==> src/design/periodic_grid_binned_mean_defines.svh <==
// Assertion helpers for the design files; pgbm_back.sv includes them.
`ifndef PERIODIC_GRID_BINNED_MEAN_DEFINES_SVH
`define PERIODIC_GRID_BINNED_MEAN_DEFINES_SVH

`ifndef SYNTH
`define PGBM_ASSERT_IMPLIES(label, ante, cons) \
   label: assert property (@(posedge clock) disable iff (reset) (ante) |-> (cons)) \
      else $error("assertion failed");
`define PGBM_ASSERT_NEXT(label, ante, cons) \
   label: assert property (@(posedge clock) disable iff (reset) (ante) |=> (cons)) \
      else $error("assertion failed");
`else
`define PGBM_ASSERT_IMPLIES(label, ante, cons)
`define PGBM_ASSERT_NEXT(label, ante, cons)
`endif

`endif

==> src/design/pgbm_pkg.sv <==
package pgbm_pkg;

   localparam int GRID_X_DEF    = 64;
   localparam int GRID_Y_DEF    = 64;
   localparam int MOLECULES_DEF = 16;

   localparam int CELL_W = 10;
   localparam int MOL_W  = 8;
   localparam int ZW     = 34;
   localparam int SUM_W  = 48;
   localparam int CNT_W  = 16;
   localparam int CSR_AW = 5;

   typedef enum logic [2:0] {
      ST_ADDED   = 3'd0,
      ST_OUTSIDE = 3'd1,
      ST_PERIOD  = 3'd2,
      ST_BAD_MOL = 3'd3,
      ST_READ    = 3'd4,
      ST_EMPTY   = 3'd5
   } status_type;

   typedef enum logic [1:0] {
      OP_ADD  = 2'd0,
      OP_READ = 2'd1,
      OP_DONE = 2'd2
   } op_type;

   typedef enum logic [2:0] {
      REG_LOW_X    = 3'd0,
      REG_LOW_Y    = 3'd1,
      REG_LOW_Z    = 3'd2,
      REG_LENGTH_Z = 3'd3,
      REG_CPU_X    = 3'd4,
      REG_CPU_Y    = 3'd5,
      REG_PERIODIC = 3'd6
   } reg_type;

   typedef struct packed {
      logic signed [31:0] low_x;
      logic signed [31:0] low_y;
      logic signed [31:0] low_z;
      logic [30:0]        length_z;
      logic [31:0]        cpu_x;
      logic [31:0]        cpu_y;
      logic [2:0]         periodic;
   } cfg_type;

   typedef struct packed {
      op_type               op;
      status_type           status;
      logic [CELL_W-1:0]    cx;
      logic [CELL_W-1:0]    cy;
      logic [MOL_W-1:0]     mol;
      logic signed [ZW-1:0] zadd;
   } cmd_type;

endpackage

==> src/design/pgbm_queue.sv <==
module pgbm_queue (
   input  logic              clock,
   input  logic              reset,
   input  logic              push,
   input  pgbm_pkg::cmd_type push_data,
   input  logic              pop,
   output logic              head_valid,
   output pgbm_pkg::cmd_type head
);
   import pgbm_pkg::*;

   cmd_type    slot_ff [2];
   logic       wr_ff, wr_in, rd_ff, rd_in;
   logic [1:0] fill_ff, fill_in;

   always_comb begin
      wr_in   = wr_ff;
      rd_in   = rd_ff;
      fill_in = fill_ff;
      if (push && fill_ff != 2'd2) begin
         wr_in = ~wr_ff;
         fill_in = fill_in + 2'd1;
      end
      if (pop && fill_ff != 2'd0) begin
         rd_in = ~rd_ff;
         fill_in = fill_in - 2'd1;
      end
   end

   always_ff @(posedge clock) begin
      if (reset) begin
         wr_ff   <= 1'b0;
         rd_ff   <= 1'b0;
         fill_ff <= 2'd0;
      end else begin
         wr_ff   <= wr_in;
         rd_ff   <= rd_in;
         fill_ff <= fill_in;
      end
   end

   always_ff @(posedge clock) begin
      if (push && fill_ff != 2'd2) slot_ff[wr_ff] <= push_data;
   end

   assign head_valid = fill_ff != 2'd0;
   assign head       = slot_ff[rd_ff];

endmodule

==> config.mk <==
export PLATFORM = sky130hd
export DESIGN_NAME = pgbm_queue
export DESIGN_NICKNAME = d
export VERILOG_FILES = /design/src/design/periodic_grid_binned_mean_defines.svh /design/src/design/pgbm_pkg.sv /design/src/design/pgbm_queue.sv
export SDC_FILE = /design/constraint.sdc
export NUM_CORES = 1
export LEC_CHECK = 0
export ABC_AREA = 0
export CAP_MARGIN = 20
export CORE_MARGIN = 2
export CORE_UTILIZATION = 59
export CTS_BUF_LIST = sky130_fd_sc_hd__clkbuf_8
export CTS_CLUSTER_DIAMETER = 60
export DETAILED_ROUTE_END_ITERATION = 10
export DONT_BUFFER_PORTS = 1
export PLACE_DENSITY_LB_ADDON = 0.15
export SLEW_MARGIN = 15
export SYNTH_ARGS = -nofsm -noshare
export SYNTH_HDL_FRONTEND = slang
export SYNTH_SLANG_ARGS = --single-unit
==> constraint.sdc <==
create_clock -name clock -period 5.3 [get_ports clock]
set_input_delay 1.06 -clock clock [delete_from_list [all_inputs] [get_ports clock]]
set_output_delay 1.06 -clock clock [all_outputs]
set_load 0.02 [all_outputs]
; ---- Word level (Yosys, flattened, before mapping)
; Memories as Yosys holds them, arrays and structs flattened. A register that Yosys moved wholly into a read port is not among the register bits.
; Cells that the tools add are included.
[totals]
reg_bits = 4
mem_count = 1
out_inout_bits = 68
ram_bits = 134
input_bits = 71
word_cells = 18
[op_classes]
mux = 6
bitwise = 2
reduce_logical = 3
eq_ne = 1
n_addsub = 2
[mem_list]
columns = memory, words, width, read_ports, rd_ports_with_merged_regs, write_ports, line_no
row1 = slot_ff, 2, 67, 1, 1, 1, pgbm_queue.sv:12  ; cmd_type slot_ff [2];
[ops]
columns = op, count
row1 = 1-bit two-way mux, 4
row2 = 2-bit two-way mux, 2
row3 = "2-bit by 1-bit adder with 2-bit output, second input constant", 1
row4 = 1-bit logical AND, 2
row5 = "2-bit inequality test, second input constant", 1
row6 = 1-bit NOT, 2
row7 = 2-bit nonzero test, 1
row8 = "2-bit by 1-bit subtractor with 2-bit output, second input constant", 1

; ---- Logic depth before layout (Yosys ltp)
; Gate-level depths: netlist (run 1).
[logic_depth]
word_depth = 5
mapped_depth = 5
mapped_depth_nobuf = 5

; ---- Least setup slack after synthesis (run 1)
; Ideal clock, no wire load.
[synth_timing]
kind = input port to flip-flop
start = input port push
end = memory slot_ff[0][0] (netlist bit), enable pin
slack_ns = 0.882
path_stages = 2
t_arrival_ns = 3.926
path_buffers = 0
required_time_ns = 4.808
setup_time_ns = 0.492
path_cell_list = nand2b_1 nor2_1
[synth_between]
elab_chain_cells = 3
[synth_lines]
columns = item, line_no
row1 = from (decl), pgbm_queue.sv:4  ; input logic push,
row2 = 1-bit logical AND, pgbm_queue.sv:43  ; if (push && fill_ff != 2'd2) slot_ff[wr_ff] <= push_data;
row3 = 1-bit two-way mux, pgbm_queue.sv:43
row4 = 1-bit two-way mux (implied by the code), pgbm_queue.sv:43
row5 = to (decl), pgbm_queue.sv:12
; No other way between the ends.

==> results of run 1 <==
[stage by stage]
stage	util	std cells	area (um^2)
6_report	0.6918	372	5742
5_1_grt	0.6918	372	5742
4_1_cts	0.6885	371	5714
3_5_place_dp	0.6340	340	5261
3_3_place_gp	0.6306	339	5234
2_1_floorplan	-	238	5105
[Yosys cell counts]
cell type	instances
ha_1	2
nand3_1	1
mux2_2	67
xnor3_4	1
inv_1	3
and2_1	1
nor2_1	5
mux2i_1	1
buf_2	7
or4_1	1
and2b_1	1
nor4bb_1	1
nand4b_1	1
nor2b_1	1
edfxtp_1	134
or3b_1	1
nand2b_1	1
dfxtp_1	5
xnor2_1	2
nand3b_1	1
nor4b_1	1
[cell families (layout without fill, tap and decap cells)]
kind of cell               count (synthesis)  count (layout)  share of synthesized area
xor gates and xnor gates                   3               3                   0.008580
adders and majority gates                  2               2                   0.004901
buffers and inverters                     10              39                   0.009068
DFF                                      139             139                     0.8078
muxes                                     68              68                     0.1498
and+or+nand+nor                           16              16                    0.01986
[state kept, by name, indices dropped and copies added (netlist names), named ones only]
signal,count
slot_ff,134
fill_ff,2
rd_ff,1
wr_ff,1
[final timing paths]
kind	endpoint	slack, ps	cells after the start
max	head[47]	2120	2
min reg2reg	register	520	2
max reg2reg	slot_ff[0][57]	2880	5
min	register	520	2
[routing by layer]
layer,global-route usage,vias to the layer above,wire (um)
li1,-,971,-
met1,0.1959,1071,2820
met2,0.2762,95,4013
met3,0.1199,10,890
met4,0.07259,0,116
met5,0,-,0
[power breakdown]
| group | leakage [nW] | internal, mW | switching (mW) |
|---|---|---|---|
| registers | 1.29 | 1.44 | 0.0842 |
| logic | 0.376 | 0.286 | 0.509 |
| clock network | 0.228 | 0.562 | 0.384 |
| total | 1.90 | 2.29 | 0.977 |
[critical path, stage by stage, from the launching register on]
cell     delay [ps]
dfxtp_2         870
buf_4           380
mux2_2          430
[cell type report]
cell class / instances / area (um^2) / share of cell area
clock buffers: 17 / 234.0 / 0.04075
well taps: 105 / 131.4 / 0.02288
inverters: 3 / 11.26 / 0.001961
flip-flops and latches: 139 / 4125 / 0.7185
multi-input cells: 89 / 943.4 / 0.1643
repair buffers: 5 / 77.57 / 0.01351
clock inverters: 14 / 219.0 / 0.03813
==> results.json, run 1 <==
{
  "arrival_ps": 2120,
  "crit_required_ps": 4240,
  "place_hpwl_um": 5229,
  "clock.fmax_mhz": 314.6,
  "cp_max_fo": 31,
  "nets": 328,
  "grt_pass1_wl_um": 12280,
  "dieArea_um2": 9413,
  "syn_avg_cell_area_um2": 21.45,
  "yosysTopAreaCell": "edfxtp_1",
  "via_count": 2147,
  "antenna_found_initial": 0,
  "io_pins": 139,
  "layout_commonest_cell": "edfxtp_1",
  "synth.distinct_cells": 21,
  "via_per_inst": 5.772,
  "layout_min_cycle_time_ps": 3178,
  "cts_tree": "done",
  "fillers": 532,
  "holdCritStartpoint": "rd_ff",
  "postCtsSetupBuffers": 0,
  "clock_latency_ps": 420,
  "tightest_slew_ps": 818.9,
  "die_w_um": 97.02,
  "grt_start_max_net_pins": 47,
  "run_status": "complete, no violations",
  "cts-root-buf": "clkbuf_8",
  "syn_inst": 238,
  "htreeDepth": 4,
  "hold_viol": 0,
  "cts_made_buffers": 17,
  "core_area_um2": 8299,
  "fin_setup_tns_ps": 0,
  "ys_warn_count": 0,
  "cts_resized": 0,
  "ys_ff_latch": 139,
  "synth_area_leaders": "edfxtp_1 79%, mux2_2 15%, dfxtp_1 2.0%",
  "area_growth_pct": 12.48,
  "die_y_um": 97.02,
  "drc": 0,
  "start_kind": "register",
  "ctsHoldBuffers": 0,
  "synth_top_area_share": 0.7882,
  "diodes": 0,
  "synth_fp_nets": 311,
  "cp-end-kind": "primary output",
  "rsz0062_at_grt": "false",
  "wl_per_cell_um": 21.08,
  "ys_seq_area_frac": 0.8078,
  "finalCritPeriodShare": 0.5997,
  "io_buffers": 0,
  "mostFrequentLayoutCells": "134 x edfxtp_1, 67 x mux2_2, 17 x clkbuf_8, 5 x bufinv_16",
  "grt_overflow": 0,
  "ant_nets": 0,
  "drive_gt1_frac": 0.3970,
  "initial_utilization": 0.6151,
  "power.density_nw_per_um2": 568.3,
  "finalPower_mw": 3.263,
  "drv_cap": 0,
  "drt_iter0_drc": 114,
  "clockBufferDepth": 2,
  "rows": 33,
  "clkTransAtPathRegs_ps": 70,
  "pre_cts_ws_ps": 2341,
  "worst_slack_ps": 2122,
  "cts_sinks": 139,
  "grt_pass1_vias": 2258,
  "track_usage": 0.1794,
  "reg2reg_from": "fill_ff[0]",
  "peakVddDrop_mv": 0.4005,
  "setup_viol": 0,
  "wirelength_um": 7840,
  "skew_ps": 7.275,
  "fin_hold_ws_ps": 521.2,
  "slew_headroom": 0.4541,
  "slew_violations": 0,
  "gp_congestion": 0.7589,
  "dr.pass1.iters": 4,
  "p_leak_nw": 1.898,
  "critPathKind": "register to primary output",
  "syn_area_um2": 5105,
  "min_path_type": "register to register"
}
No activity file was read; power rests on OpenSTA's default activity.
==> run 2, diff against run 1 <==
==> constraint.sdc (replaced) <==
create_clock -name clock -period 2.6 [get_ports clock]
set_input_delay 0.52 -clock clock [delete_from_list [all_inputs] [get_ports clock]]
set_output_delay 0.52 -clock clock [all_outputs]
set_load 0.02 [all_outputs]
==> run 2 against run 1 <==
Compared with the run above: total power increased by 90%; combinational power grew 110%; critical path depth unchanged; sequential power is 99% higher; flip-flop and latch count did not move; global-route usage shrank 0.58 points; non-clock buffer count shrank 1.
==> results.json, run 2 (same netlist as run 1, synthesis figures left out) <==
{
  "gp_congestion": 0.7347,
  "crit_required_ps": 2080,
  "setup_viol": 0,
  "diodes": 0,
  "cts_tree": "done",
  "start_kind": "register",
  "fin_setup_tns_ps": 0,
  "hold_viol": 0,
  "io_pins": 139,
  "design_area_um2": 5609,
  "htreeDepth": 4,
  "layout_min_cycle_time_ps": 2106,
  "slew_violations": 0,
  "slew_headroom": 0.6755,
  "critPathBufInv": 1,
  "wl_per_cell_um": 21.01,
  "cts_made_buffers": 17,
  "pre_cts_ws_ps": 760.5,
  "die_y_um": 97.02,
  "clock_latency_ps": 420,
  "layout_commonest_cell": "edfxtp_1",
  "nets": 327,
  "dr.pass1.iters": 4,
  "io_buffers": 0,
  "cts_sinks": 139,
  "dieArea_um2": 9413,
  "grt_pass1_vias": 2199,
  "tightest_slew_ps": 486.8,
  "cts_resized": 0,
  "wirelength_um": 7796,
  "drv_cap": 0,
  "p_leak_nw": 1.827,
  "worst_slack_ps": 493.9,
  "min_path_type": "input port to register",
  "cp-end-kind": "primary output",
  "grt_pass1_wl_um": 11980,
  "run_status": "complete, no violations",
  "drt_iter0_drc": 88,
  "final_util": 0.6759,
  "largest_register": "slot_ff",
  "grt_start_max_net_pins": 68,
  "finalCritPeriodShare": 0.8100,
  "track_usage": 0.1736,
  "rsz0062_at_grt": "false",
  "mostFrequentLayoutCells": "134 x edfxtp_1, 67 x mux2_2, 17 x clkbuf_8",
  "critPathKind": "register to primary output",
  "rows": 33,
  "finalPower_mw": 6.188,
  "cpPeakStageDelay_ps": 460,
  "ant_nets": 0,
  "core_area_um2": 8299,
  "area_growth_pct": 9.877,
  "via_count": 2130,
  "peakVddDrop_mv": 0.6411,
  "drc": 0,
  "die_w_um": 97.02,
  "cp_max_fo": 67,
  "reg_top3": "slot_ff (134), fill_ff (2)",
  "skew_ps": 12.53,
  "via_per_inst": 5.741,
  "initial_utilization": 0.6151,
  "cts-root-buf": "clkbuf_8",
  "fillers": 544,
  "cp_cell_sequence": "buf_12 > mux2_2",
  "antenna_found_initial": 0,
  "place_hpwl_um": 4863,
  "place_area_um2": 5266,
  "clock.fmax_mhz": 474.8,
  "critPathSlowestCell": "mux2_2",
  "ctsHoldBuffers": 0,
  "power.density_nw_per_um2": 1103,
  "grt_overflow": 0,
  "drive_gt1_frac": 0.3872,
  "arrival_ps": 1590,
  "clockBufferDepth": 2,
  "largest_register_ff_count": 134,
  "postCtsSetupBuffers": 0,
  "clkTransAtPathRegs_ps": 80,
  "crit_family": "multiplexers"
}
[run 2: cell count changes in the layout (fill, tap and decap cells not counted), moves of 2 or more]
cell,before,now
buf_16,2,0
clkinv_2,1,4
buf_12,0,2
bufinv_16,5,1
inv_6,3,0
clkinvlp_4,1,4
clkinv_1,0,2
[run 2: report_power, final]
group          internal, mW  switching [mW]
Sequential             2.93          0.0953
Combinational         0.566            1.12
Clock                 0.732           0.747
[run 2: through the flow]
step                      instances  hold slack, ps
after floorplan                 238           481.3
after global placement          340           494.5
after detailed placement        340           507.3
after CTS                       371           121.7
after global routing            371           114.7
final                           371           150.2
[run 2: path summary, 6_finish.rpt]
check	start	endpoint	slack [ps]	cells past startpoint
max	register	head[20]	490	2
max reg2reg	fill_ff[0]	slot_ff[1][1]	720	5
min	reset	register	150	1
min reg2reg	rd_ff	register	510	2
[run 2: final cells by class]
| cell class | count | area, um^2 | area share |
|---|---|---|---|
| flip-flops and latches | 139 | 4125 | 0.7354 |
| clock inverters | 14 | 108.9 | 0.01941 |
| inverters | 3 | 11.26 | 0.002008 |
| well taps | 105 | 131.4 | 0.02342 |
| repair buffers | 4 | 55.05 | 0.009815 |
| clock buffers | 17 | 234.0 | 0.04171 |
| multi-input cells | 89 | 943.4 | 0.1682 |
[run 2: layer usage]
layer	global-route usage	up-vias	share of wire	wire length [um]
met2	0.2618	98	0.49	3856
met4	0.08667	0	0.022	170
met5	0	-	0	0
met1	0.1926	1055	0.37	2889
li1	-	965	-	-
met3	0.1084	12	0.11	880
